## config.mk

```make
export PLATFORM = sky130hd
export DESIGN_NAME = hamming_best_two_ratio_matcher_core
export DESIGN_NICKNAME = d
export VERILOG_FILES = /design/src/rtl/hbrm_pkg.sv /design/src/rtl/hbrm_front.sv /design/src/rtl/hbrm_queue.sv /design/src/rtl/hbrm_back.sv /design/src/rtl/hamming_best_two_ratio_matcher_core.sv
export SDC_FILE = /design/constraint.sdc
export NUM_CORES = 1
export LEC_CHECK = 0
export BUFFER_PORTS_ARGS = -buffer_cell sky130_fd_sc_hd__buf_2
export CORE_ASPECT_RATIO = 0.9
export CORE_MARGIN = 8
export CORE_UTILIZATION = 45
export CTS_BUF_LIST = sky130_fd_sc_hd__clkbuf_8
export DETAILED_ROUTE_END_ITERATION = 12
export SKIP_CTS_REPAIR_TIMING = 1
export SYNTH_ARGS = -nofsm -noshare
export SYNTH_HDL_FRONTEND = slang
export SYNTH_HIERARCHICAL = 1
export SYNTH_SLANG_ARGS = --single-unit
```

## constraint.sdc

```tcl
create_clock -name clk -period 9.7 [get_ports clk]
set_clock_uncertainty 0.2 [all_clocks]
set_input_delay 0.97 -clock clk [delete_from_list [all_inputs] [get_ports clk]]
set_output_delay 0.97 -clock clk [all_outputs]
set_load 0.02 [all_outputs]
```

## src/rtl/hbrm_pkg.sv

```systemverilog
package hbrm_pkg;

  // Item kinds carried in the low bits of tuser
  typedef enum logic [1:0] {
    CMD_QUERY  = 2'd0,
    CMD_CAND   = 2'd1,
    CMD_FINISH = 2'd2,
    CMD_NONE   = 2'd3
  } cmd_t;

  // Configuration register indexes
  localparam logic [1:0] REG_RATIO_Q8     = 2'd0;
  localparam logic [1:0] REG_MAX_DISTANCE = 2'd1;

  localparam logic [8:0] RATIO_RESET    = 9'd230;
  localparam logic [8:0] MAX_DIST_RESET = 9'd100;

  localparam logic [8:0] NO_DIST  = 9'd256;
  localparam logic [3:0] NO_LEVEL = 4'd15;

  localparam logic [1:0] LAST_WORD = 2'd3;

  localparam int MAX_FEATURES = 2048;
  localparam int NUM_LEVELS   = 8;

  // One classified item as it travels from the front to the back
  typedef struct packed {
    cmd_t        kind;
    logic [1:0]  sel;
    logic [63:0] word;
    logic [10:0] idx;
    logic [2:0]  lvl;
    logic        skip;
  } entry_t;

  // Bit count of a 64-bit word, by pairs, nibbles, then byte sums
  function automatic logic [6:0] popcount64(input logic [63:0] v);
    logic [63:0] v1;
    logic [63:0] v2;
    logic [63:0] v3;
    logic [63:0] v4;
    logic [63:0] v5;
    logic [63:0] v6;
    v1 = v - ((v >> 1) & 64'h5555_5555_5555_5555);
    v2 = (v1 & 64'h3333_3333_3333_3333) + ((v1 >> 2) & 64'h3333_3333_3333_3333);
    v3 = (v2 + (v2 >> 4)) & 64'h0F0F_0F0F_0F0F_0F0F;
    v4 = v3 + (v3 >> 8);
    v5 = v4 + (v4 >> 16);
    v6 = v5 + (v5 >> 32);
    return v6[6:0];
  endfunction

endpackage

```

## src/rtl/hbrm_front.sv

```systemverilog
module hbrm_front (
  input  logic             clk,
  input  logic             rst,
  input  logic             s_tvalid,
  output logic             s_tready,
  input  logic [127:0]     s_tdata,
  input  logic [3:0]       s_tuser,
  output logic             push,
  output hbrm_pkg::entry_t push_entry,
  input  logic             queue_ready
);

  hbrm_pkg::cmd_t kind;
  logic [1:0]  sel;
  logic [10:0] idx;
  logic [2:0]  lvl;
  logic        taken;
  logic [15:0] crx;
  logic [15:0] qrx;
  logic [15:0] rad;
  logic [15:0] query_right;
  logic [15:0] radius;
  logic [15:0] x_err;
  logic        out_of_window;
  logic        out_of_range;
  logic        accept;

  // Unpack the beat
  assign kind  = hbrm_pkg::cmd_t'(s_tuser[1:0]);
  assign sel   = s_tuser[3:2];
  assign idx   = s_tdata[74:64];
  assign lvl   = s_tdata[77:75];
  assign taken = s_tdata[78];
  assign crx   = s_tdata[94:79];
  assign qrx   = s_tdata[110:95];
  assign rad   = s_tdata[126:111];

  assign s_tready = queue_ready;
  assign accept   = s_tvalid && s_tready;

  // Latch the query's stereo x and radius
  always_ff @(posedge clk) begin
    if (rst) begin
      query_right <= '0;
      radius      <= '0;
    end else if (accept && kind == hbrm_pkg::CMD_QUERY) begin
      query_right <= qrx;
      radius      <= rad;
    end
  end

  // Classify candidates that must be dropped
  assign x_err = (query_right >= crx) ? (query_right - crx) : (crx - query_right);
  assign out_of_window = (crx != 16'd0) && (x_err > radius);
  assign out_of_range  = (32'(idx) >= hbrm_pkg::MAX_FEATURES) ||
                         (32'(lvl) >= hbrm_pkg::NUM_LEVELS);

  // Forward every meaningful beat to the queue
  assign push = accept && kind != hbrm_pkg::CMD_NONE;

  always_comb begin
    push_entry.kind = kind;
    push_entry.sel  = sel;
    push_entry.word = s_tdata[63:0];
    push_entry.idx  = idx;
    push_entry.lvl  = lvl;
    push_entry.skip = taken || out_of_window || out_of_range;
  end

endmodule

```

## src/rtl/hbrm_queue.sv

```systemverilog
module hbrm_queue #(
  parameter int DEPTH = 4
) (
  input  logic             clk,
  input  logic             rst,
  input  logic             push,
  input  hbrm_pkg::entry_t push_entry,
  output logic             in_ready,
  output logic             out_valid,
  output hbrm_pkg::entry_t out_entry,
  input  logic             pop
);

  localparam int PTR_W = (DEPTH > 1) ? $clog2(DEPTH) : 1;
  localparam int CNT_W = $clog2(DEPTH + 1);
  localparam logic [PTR_W-1:0] LAST_PTR = PTR_W'(DEPTH - 1);
  localparam logic [CNT_W-1:0] FULL_CNT = CNT_W'(DEPTH);

  hbrm_pkg::entry_t entries [DEPTH];
  logic [PTR_W-1:0] wr_ptr;
  logic [PTR_W-1:0] rd_ptr;
  logic [CNT_W-1:0] count;
  logic             do_push;
  logic             do_pop;

  assign in_ready  = count != FULL_CNT;
  assign out_valid = count != '0;
  assign out_entry = entries[rd_ptr];
  assign do_push   = push && in_ready;
  assign do_pop    = pop && out_valid;

  // Store the incoming entry
  always_ff @(posedge clk) begin
    if (do_push) begin
      entries[wr_ptr] <= push_entry;
    end
  end

  // Advance pointers and occupancy
  always_ff @(posedge clk) begin
    if (rst) begin
      wr_ptr <= '0;
      rd_ptr <= '0;
      count  <= '0;
    end else begin
      if (do_push) begin
        wr_ptr <= (wr_ptr == LAST_PTR) ? '0 : wr_ptr + 1'b1;
      end
      if (do_pop) begin
        rd_ptr <= (rd_ptr == LAST_PTR) ? '0 : rd_ptr + 1'b1;
      end
      if (do_push && !do_pop) begin
        count <= count + 1'b1;
      end else if (do_pop && !do_push) begin
        count <= count - 1'b1;
      end
    end
  end

endmodule

```

## src/rtl/hbrm_back.sv

```systemverilog
module hbrm_back (
  input  logic             clk,
  input  logic             rst,
  input  logic             q_valid,
  input  hbrm_pkg::entry_t q_entry,
  output logic             q_pop,
  input  logic             cfg_valid,
  input  logic [1:0]       cfg_index,
  input  logic [8:0]       cfg_data,
  output logic             m_tvalid,
  input  logic             m_tready,
  output logic [47:0]      m_tdata
);

  logic        en;
  logic [8:0]  ratio_q8;
  logic [8:0]  max_distance;
  logic [63:0] query_desc [4];

  // Distance stage registers
  logic           a_valid;
  hbrm_pkg::cmd_t a_kind;
  logic           a_last;
  logic           a_skip;
  logic [2:0]     a_lvl;
  logic [10:0]    a_idx;
  logic [6:0]     a_pc;

  // Trackers
  logic [8:0]  partial;
  logic [8:0]  best_dist;
  logic [8:0]  second_dist;
  logic [3:0]  best_level;
  logic [3:0]  second_level;
  logic [10:0] best_index;
  logic [15:0] match_count;

  // Result register
  logic        res_matched;
  logic [10:0] res_index;
  logic [8:0]  res_best;
  logic [8:0]  res_second;
  logic [15:0] res_count;

  logic [9:0]  sum;
  logic [8:0]  cand_dist;
  logic [17:0] ratio_prod;
  logic        ratio_fail;
  logic        ok;
  logic [15:0] match_count_next;

  // Advance the whole pipe unless a result is stuck at the output
  assign en    = !m_tvalid || m_tready;
  assign q_pop = en;

  // Configuration registers
  always_ff @(posedge clk) begin
    if (rst) begin
      ratio_q8     <= hbrm_pkg::RATIO_RESET;
      max_distance <= hbrm_pkg::MAX_DIST_RESET;
    end else if (cfg_valid) begin
      if (cfg_index == hbrm_pkg::REG_RATIO_Q8) begin
        ratio_q8 <= cfg_data;
      end else if (cfg_index == hbrm_pkg::REG_MAX_DISTANCE) begin
        max_distance <= cfg_data;
      end
    end
  end

  // Stage one: store query words, count differing bits of candidate words
  always_ff @(posedge clk) begin
    if (rst) begin
      a_valid <= 1'b0;
      for (int i = 0; i < 4; i++) begin
        query_desc[i] <= '0;
      end
    end else if (en) begin
      a_valid <= q_valid;
      if (q_valid && q_entry.kind == hbrm_pkg::CMD_QUERY) begin
        query_desc[q_entry.sel] <= q_entry.word;
      end
    end
  end

  always_ff @(posedge clk) begin
    if (en) begin
      a_kind <= q_entry.kind;
      a_last <= q_entry.sel == hbrm_pkg::LAST_WORD;
      a_skip <= q_entry.skip;
      a_lvl  <= q_entry.lvl;
      a_idx  <= q_entry.idx;
      a_pc   <= hbrm_pkg::popcount64(q_entry.word ^ query_desc[q_entry.sel]);
    end
  end

  // Stage two: accumulate with saturation
  assign sum       = {1'b0, partial} + {3'b000, a_pc};
  assign cand_dist = (sum > {1'b0, hbrm_pkg::NO_DIST}) ? hbrm_pkg::NO_DIST : sum[8:0];

  // Accept test for the finish beat
  assign ratio_prod = 18'(ratio_q8) * 18'(second_dist);
  assign ratio_fail = {1'b0, best_dist, 8'h00} > ratio_prod;
  assign ok = (best_level != hbrm_pkg::NO_LEVEL) && (best_dist <= max_distance) &&
              !((best_level == second_level) && ratio_fail);
  assign match_count_next = (ok && match_count != 16'hFFFF) ? match_count + 16'd1
                                                            : match_count;

  // Update the best two trackers and the counter
  always_ff @(posedge clk) begin
    if (rst) begin
      partial      <= '0;
      best_dist    <= hbrm_pkg::NO_DIST;
      second_dist  <= hbrm_pkg::NO_DIST;
      best_level   <= hbrm_pkg::NO_LEVEL;
      second_level <= hbrm_pkg::NO_LEVEL;
      best_index   <= '0;
      match_count  <= '0;
    end else if (en && a_valid) begin
      unique case (a_kind)
        hbrm_pkg::CMD_QUERY: begin
          partial      <= '0;
          best_dist    <= hbrm_pkg::NO_DIST;
          second_dist  <= hbrm_pkg::NO_DIST;
          best_level   <= hbrm_pkg::NO_LEVEL;
          second_level <= hbrm_pkg::NO_LEVEL;
          best_index   <= '0;
        end
        hbrm_pkg::CMD_CAND: begin
          if (!a_last) begin
            partial <= cand_dist;
          end else begin
            partial <= '0;
            if (!a_skip) begin
              if (cand_dist < best_dist) begin
                second_dist  <= best_dist;
                second_level <= best_level;
                best_dist    <= cand_dist;
                best_level   <= {1'b0, a_lvl};
                best_index   <= a_idx;
              end else if (cand_dist < second_dist) begin
                second_dist  <= cand_dist;
                second_level <= {1'b0, a_lvl};
              end
            end
          end
        end
        hbrm_pkg::CMD_FINISH: begin
          partial     <= '0;
          match_count <= match_count_next;
        end
        default: begin
        end
      endcase
    end
  end

  // Output register, loaded on finish
  always_ff @(posedge clk) begin
    if (rst) begin
      m_tvalid <= 1'b0;
    end else if (en) begin
      m_tvalid <= a_valid && a_kind == hbrm_pkg::CMD_FINISH;
    end
  end

  always_ff @(posedge clk) begin
    if (en && a_valid && a_kind == hbrm_pkg::CMD_FINISH) begin
      res_matched <= ok;
      res_index   <= best_index;
      res_best    <= best_dist;
      res_second  <= second_dist;
      res_count   <= match_count_next;
    end
  end

  assign m_tdata = {2'b00, res_count, res_second, res_best, res_index, res_matched};

endmodule

```

## src/rtl/hamming_best_two_ratio_matcher_core.sv

```systemverilog
// A finish beat is written into the queue, then passes the distance stage, and the tracker
// stage loads the output register and raises m_tvalid.
// Throughput: one beat per cycle while results are taken; a held result stops the back,
// and the QUEUE_DEPTH-entry queue takes beats until it fills, then s_tready drops.
// Reset clears the queue, trackers, match count and query words; registers take
// ratio_q8 = 230 and max_distance = 100.
module hamming_best_two_ratio_matcher_core #(
  parameter int QUEUE_DEPTH = 4
) (
  input  logic         clk,
  input  logic         rst,
  input  logic         s_tvalid,
  output logic         s_tready,
  // desc_word[63:0], cand_index[74:64], cand_level[77:75], cand_taken[78],
  // cand_right_x[94:79], query_right_x[110:95], window_radius[126:111], zero
  input  logic [127:0] s_tdata,
  // cmd[1:0], word_sel[3:2]
  input  logic [3:0]   s_tuser,
  output logic         m_tvalid,
  input  logic         m_tready,
  // matched[0], match_index[11:1], best_distance[20:12],
  // second_distance[29:21], total_matches[45:30], zero
  output logic [47:0]  m_tdata,
  input  logic         cfg_valid,
  output logic         cfg_ready,
  input  logic [1:0]   cfg_index,
  input  logic [8:0]   cfg_data
);

  logic             push;
  hbrm_pkg::entry_t push_entry;
  logic             queue_ready;
  logic             q_valid;
  hbrm_pkg::entry_t q_entry;
  logic             q_pop;

  assign cfg_ready = 1'b1;

  hbrm_front u_front (
    .clk         (clk),
    .rst         (rst),
    .s_tvalid    (s_tvalid),
    .s_tready    (s_tready),
    .s_tdata     (s_tdata),
    .s_tuser     (s_tuser),
    .push        (push),
    .push_entry  (push_entry),
    .queue_ready (queue_ready)
  );

  hbrm_queue #(
    .DEPTH (QUEUE_DEPTH)
  ) u_queue (
    .clk        (clk),
    .rst        (rst),
    .push       (push),
    .push_entry (push_entry),
    .in_ready   (queue_ready),
    .out_valid  (q_valid),
    .out_entry  (q_entry),
    .pop        (q_pop)
  );

  hbrm_back u_back (
    .clk       (clk),
    .rst       (rst),
    .q_valid   (q_valid),
    .q_entry   (q_entry),
    .q_pop     (q_pop),
    .cfg_valid (cfg_valid),
    .cfg_index (cfg_index),
    .cfg_data  (cfg_data),
    .m_tvalid  (m_tvalid),
    .m_tready  (m_tready),
    .m_tdata   (m_tdata)
  );

endmodule
```

# Word level (Yosys, flattened, before mapping)
# Memories as Yosys holds them, arrays and structs flattened. A register that Yosys moved wholly into a read port is not among the register bits.
# Index checks and enable logic that the tools add are counted.
# totals
ff_bits,192
ramBits,588
inputBits,148
output_inout_bits,51
word_cells,151
n_memories,2
# classes
n_addsub,14
n_mul,1
order_cmp,7
n_eq_ne,15
n_mux,44
n_bitwise,2
n_reduce_logical,39
# memory_table
name,words,word_bits,rd,rd_clocked_by_memory_dff,wr,line,source
u_queue.entries,4,83,1,1,1,hbrm_queue.sv:19,hbrm_pkg::entry_t entries [DEPTH];
u_back.query_desc,4,64,1,0,4,hbrm_back.sv:18,logic [63:0] query_desc [4];
# op_table
operator,count
$mux W9,9
$mux W64,1
$reduce_or A64 Y1,1
$sub A64 B63 Y64,1
$xor A64 B64 Y64,1
$add A62 B62 Y63,1
$add A60 B59 Y60,1
$pmux W9 S2,3
$add A52 B52 Y53,1
$add A39 B37 Y39,1
$mux W11,3
$mux W16,2
$sub A16 B16 Y16,2
$mux W4,7
$pmux W11 S2,1
$gt A17 B18 Y1,1
$lt A9 B9 Y1,2
$mul A9 B9 Y18,1
$add A16 B1 Y16 const B,1
$ge A16 B16 Y1,1
$gt A16 B16 Y1,1
$logic_and A1 B1 Y1,16
$ne A16 B16 Y1 const B,1
$pmux W4 S2,2
other kinds (29),61

# Logic depth before layout (Yosys ltp)
# Gate-level depths: netlist of the first run.
# logic_depth
ltp_word,9
depth_mapped,40
depth_no_buf,32

# By module
# The synthesis of the first run kept the hierarchy.
# by_module_without_submodules
mod,instances,cells_per_inst,area_per_inst_um2
hbrm_back,1,2444,27373.8
hbrm_queue,1,481,12428.2
hbrm_front,1,573,4076.4
hamming_best_two_ratio_matcher_core,1,2,11.3

# Worst setup path after synthesis of the first run
# OpenSTA, ideal clock, no wires.
# synth_timing
path_kind,register to register
start,register (tool-made name)
end,"register u_back.a_pc[6], data pin"
setup_time_ns,0.254
arrival_time_ns,9.186
required_ns,9.246
setup_slack_ns,0.060
stages_incl_launch_ff,39
n_path_buf,8
synth_period_minus_slack_ns,9.640
path_cell_list,dfxtp_1 > clkbuf_1 > mux4_2 > buf_6 > buf_12 > buf_12 > buf_8 > buf_2 > buf_1 > buf_1 > mux2_2 > xnor2_1 > ha_1 > or3b_2 > mux2i_1 > o311ai_0 > a221oi_1 > o21ai_0 > (+3 left out) > a21boi_0 > o21ai_0 > xor2_1 > ha_1 > fa_1 > inv_1 > fa_1 > inv_1 > fa_1 > ha_1 > a21o_1 > a21oi_1 > xnor2_1 > ha_1 > inv_1 > o21bai_1 > a21o_1 > a21o_1
# synth_rtl
item,line,source
end signal: assignment,hbrm_back.sv:92,a_pc <= hbrm_pkg::popcount64(q_entry.word ^ query_desc[q_entry.sel]);
end: declaration,hbrm_back.sv:27,logic [6:0] a_pc;

==> results.ini, run 1 <==
[detailed_routing]
vias_per_cell=5.27
drt-wirelength-per-cell_um=18.8
vias=26459
drt_iter0_drc=1489
routed_wl_um=94600
drc=0
drt-pass1-iter-count=7
drtAntennaViolNets=0

[sta]
hold_slack_ns=0.162
slew_headroom_pct=22.5
grt_setup_unrepaired=no
setup-violations-final=0
hold_violations=0
fmax_mhz=110
final.setup.tns_ns=0
drv_slew=0
period_share_pct=93.9
tightest_slew_ns=1.16
period_minus_slack_ns=9.11

[critical_path]
worstPathArrival_ns=9.45
path_max_fanout=27
critPathLaunchType=flip-flop
cpMaxStageDelayCell=mux4_4
cp_common_cell=inv_1
max_stage_delay_ns=0.78
cp.required_ns=10.05
crit_type=flip-flop to flip-flop
crit_path_end_kind=flip-flop

[placement]
place_congestion=0.840
dp.cells=4775
port_buffers=194
detailed_place_hpwl_um=64000
dpl_cell_area_um2=45600

[hold_path]
hold_class=input pin to flip-flop

[global_routing]
grt_pass1_vias=27345
grt_usage_pct=17.5
grt_max_degree=66
grt_pass1_wl_um=152000
globalRouteOverflowTotal=0
antenna_found_initial=15

[synthesis]
async_reset_ff_share_pct=0
syn-cell-area_um2=43900
syn_avg_cell_area_um2=12.5
ys_seq_area_share_pct=50.7
syn_inst=3500
synth-seq-cells=782
synth_edf_count=659
ys_types=98
synth_flop_cell=edfxtp_1
synth_warnings=6

[floorplan]
dieArea_um2=108000
die_x_um=345
core_um2=96600
row_count=108
ioPinCount=199
die_h_um=312
start_util_pct=45.4

[outcome]
outcome=finished, final reports clean

[layout]
multi_input_area_um2=19400
final_common_cell=edfxtp_1
area_growth_pct=9.82
drive_gt1_share_pct=16.6
n_fill_cell=8554
postLayoutCellArea_um2=48200
sequential_cell_area_um2=22300
fin_cells=5023
final_cell_mix=edfxtp_1, inv_1, and2_1
nNetsFinal=4164

[cts]
cts_buffer_depth=3
cts_tree=done
cts.sinks=782
cts_buffers=135
htree_levels=4
clock_latency_ns=0.81
path_clk_slew_ns=0.06
root_buffer=clkbuf_8

[run]
drv_cap=0

## routing by layer
layer	track usage, %	up-vias	routed length [µm]
met4	4.16	8	1400
met1	24.0	12989	44700
met5	0	-	56
met2	28.4	480	44100
met3	3.78	119	4320
li1	-	12863	-
## logic make-up after synthesis
group                    after synthesis  synth area share (%)
AND/OR/NAND/NOR                      954                  11.6
flip-flops                           782                  50.7
AO/OA/AOI/OAI                        505                  7.64
buffers and inverters                493                  5.29
adder cells (fa/ha/maj)              369                  12.0
multiplexers                         202                  8.72
XOR/XNOR                             193                  4.04
other                                  2                0.0171
## Yosys cell counts, types with 13 or more instances
| cell type | number | share of area, % |
|---|---|---|
| a21o_1 | 75 | 1.3 |
| a211oi_1 | 17 | 0.29 |
| fa_1 | 85 | 3.9 |
| and3_1 | 16 | 0.23 |
| and2_1 | 303 | 4.3 |
| a22oi_1 | 13 | 0.22 |
| nor3_1 | 34 | 0.39 |
| o211ai_1 | 13 | 0.22 |
| nand3_1 | 48 | 0.55 |
| buf_4 | 97 | 1.7 |
| mux4_2 | 134 | 6.9 |
| o21bai_1 | 13 | 0.22 |
| xor2_1 | 94 | 1.9 |
| nor2b_1 | 32 | 0.46 |
| ha_1 | 284 | 8.1 |
| nand2_1 | 227 | 1.9 |
| nor3b_1 | 13 | 0.22 |
| dfxtp_1 | 123 | 5.6 |
| nand2b_1 | 43 | 0.61 |
| inv_1 | 264 | 2.3 |
| buf_2 | 23 | 0.26 |
| a21oi_1 | 144 | 1.6 |
| edfxtp_1 | 659 | 45 |
| clkbuf_1 | 92 | 0.79 |
| xnor2_1 | 91 | 1.8 |
| o21ai_0 | 83 | 0.95 |
| or3_1 | 17 | 0.24 |
| mux2i_1 | 49 | 1.1 |
| nor2_1 | 123 | 1.1 |
| nand4_1 | 28 | 0.40 |
## final cells by class
cell class | instances | share of cell area [%]
multi-input cells | 2226 | 40.3
repair buffers | 237 | 2.72
flip-flops and latches | 782 | 46.2
clock buffers | 139 | 3.97
diodes | 5 | 0.0260
inverters | 265 | 2.07
well taps | 1265 | 3.28
clock inverters | 104 | 1.46
## path summary, 6_finish.rpt
check / slack (ns) / from / depth (start not counted) / end
max: 0.59 / flip-flop / 31 / u_back/a_pc[6]
max reg2reg: 0.59 / flip-flop / 31 / u_back/a_pc[6]
min reg2reg: 0.23 / u_back/best_index[0] / 0 / u_back/res_index[0]
min: 0.16 / s_tdata[7] / 1 / u_queue/entries[3][22]
## critical path: cells and delay by family (launching register included)
family / cells / cell delay (ns)
mux: 3 / 1.37
buf+inv: 6 / 0.81
compound gates: 13 / 2.89
xor+xnor: 1 / 0.15
fa+ha+maj: 6 / 2.56
simple gates: 2 / 0.38
flops: 1 / 0.46
## registers in the layout, summed over array words and instances (netlist names), 9 cells and up, named ones only
register / count
u_back/a_idx: 11
u_back/res_index: 11
u_back/best_index: 11
u_back/best_dist: 9
u_back/partial: 9
u_front/query_right: 16
u_back/res_best: 9
u_back/match_count: 16
u_back/ratio_q8: 9
u_back/res_second: 9
u_back/second_dist: 9
u_back/query_desc: 256
u_back/max_distance: 9
u_queue/entries: 332
u_back/res_count: 16
u_front/radius: 16
## through the flow
stage	setup slack [ns]	util [%]
2_1_floorplan	0.0601	-
3_3_place_gp	0.539	47.2
3_5_place_dp	0.468	47.2
4_1_cts	0.450	49.9
5_1_grt	0.0276	49.9
6_report	0.595	49.9
Power of run 1 is left out: the tool's default activity adds up to more than one toggle a clock period on the data nets, which glitch-free logic cannot reach.
==> run 2, diff against run 1 <==
Settings changed: CORE_ASPECT_RATIO 0.9 to 1.2.
==> results.ini, run 2 (same netlist as run 1, synthesis figures left out) <==
[floorplan]
start_util_pct=45.3
die_h_um=358
row_count=125
die_x_um=301
dieArea_um2=108000
ioPinCount=199
core_um2=96800

[detailed_routing]
drt_iter0_drc=1308
drt-wirelength-per-cell_um=19.0
drc=0
vias_per_cell=5.30
drt-pass1-iter-count=5
drtAntennaViolNets=0
routed_wl_um=95300
vias=26635

[critical_path]
crit_path_end_kind=flip-flop
cp.required_ns=10.05
critPathLaunchType=flip-flop
critPathTopFamily=adder cells
worst-path-buf-inv=5
path_max_fanout=10
max_stage_delay_ns=0.80
worstPathArrival_ns=9.44
cpMaxStageDelayCell=mux4_4
crit_type=flip-flop to flip-flop

[cts]
path_clk_slew_ns=0.06
clock_latency_ns=0.80
cts_tree=done
cts_buffers=132
cts_buffer_depth=3
cts.sinks=782
root_buffer=clkbuf_8
htree_levels=4

[layout]
top_regs=u_queue/entries x332, u_back/query_desc x256
nNetsFinal=4164
fin_util_pct=49.8
area_growth_pct=9.85
top_register=u_queue/entries
final_common_cell=edfxtp_1
n_fill_cell=8602
final_cell_mix=edfxtp_1, and2_1, inv_1
largest_reg_flops=332
drive_gt1_share_pct=16.7
fin_cells=5023

[hold_path]
hold_class=input pin to flip-flop

[run]
drv_cap=0

[sta]
slew_headroom_pct=23.1
fmax_mhz=110
period_share_pct=93.8
hold_violations=0
drv_slew=0
final.setup.tns_ns=0
tightest_slew_ns=1.15
grt_setup_unrepaired=no
period_minus_slack_ns=9.09
setup-violations-final=0

[outcome]
outcome=finished, final reports clean

[global_routing]
grt_pass1_vias=27757
globalRouteOverflowTotal=0
antenna_found_initial=13
grt_max_degree=66
grt_usage_pct=17.8
grt_pass1_wl_um=153000

[placement]
port_buffers=194
dp.cells=4783
detailed_place_hpwl_um=65300
place_congestion=0.853

run 2: cell types whose count changed in the layout (fill, tap and decap cells not counted), moves of 4 or more:
cell | previous run | this run
clkinvlp_4 | 2 | 8
bufinv_16 | 5 | 9
clkinv_8 | 5 | 0
inv_1 | 312 | 297
inv_6 | 0 | 6
clkinv_1 | 18 | 26
inv_12 | 4 | 0
run 2: final cells by class:
| type | instances | area (µm²) | share of cell area (%) |
|---|---|---|---|
| clock buffers | 139 | 1910 | 3.97 |
| repair buffers | 240 | 1330 | 2.76 |
| diodes | 2 | 5.00 | 0.0104 |
| multi-input cells | 2226 | 19400 | 40.3 |
| well taps | 1270 | 1590 | 3.30 |
| inverters | 265 | 996 | 2.07 |
| flip-flops and latches | 782 | 22300 | 46.2 |
| clock inverters | 99 | 694 | 1.44 |
run 2: through the flow:
| step | area (µm²) | hold slack, ns | setup WS (ns) |
|---|---|---|---|
| 3_5_place_dp | 45600 | 0.217 | 0.522 |
| 6_report | 48200 | 0.181 | 0.605 |
| 3_3_place_gp | 45600 | 0.216 | 0.546 |
| 4_1_cts | 48200 | 0.0527 | 0.445 |
| 5_1_grt | 48200 | 0.0983 | 0.0455 |
| 2_1_floorplan | 43900 | 0.206 | 0.0601 |
run 2: metal layers:
layer | vias to the layer above | part of all wire [%] | track usage, % | wire, µm
li1 | 12842 | - | - | -
met3 | 185 | 4.0 | 3.40 | 3770
met1 | 13126 | 43 | 21.7 | 41000
met5 | - | 0.036 | 0 | 34
met2 | 476 | 51 | 31.8 | 48300
met4 | 6 | 2.3 | 5.33 | 2240
run 2: worst paths after layout:
path,startpoint,end,slack (ns),cells past startpoint
setup / recovery,flip-flop,u_back/a_pc[6],0.61,32
hold / removal,s_tdata[0],u_queue/entries[3][15],0.18,1
setup reg to reg,flip-flop,u_back/a_pc[6],0.61,32
hold reg to reg,u_back/best_index[0],u_back/res_index[0],0.23,0
Power of run 2 is left out for the same reason.
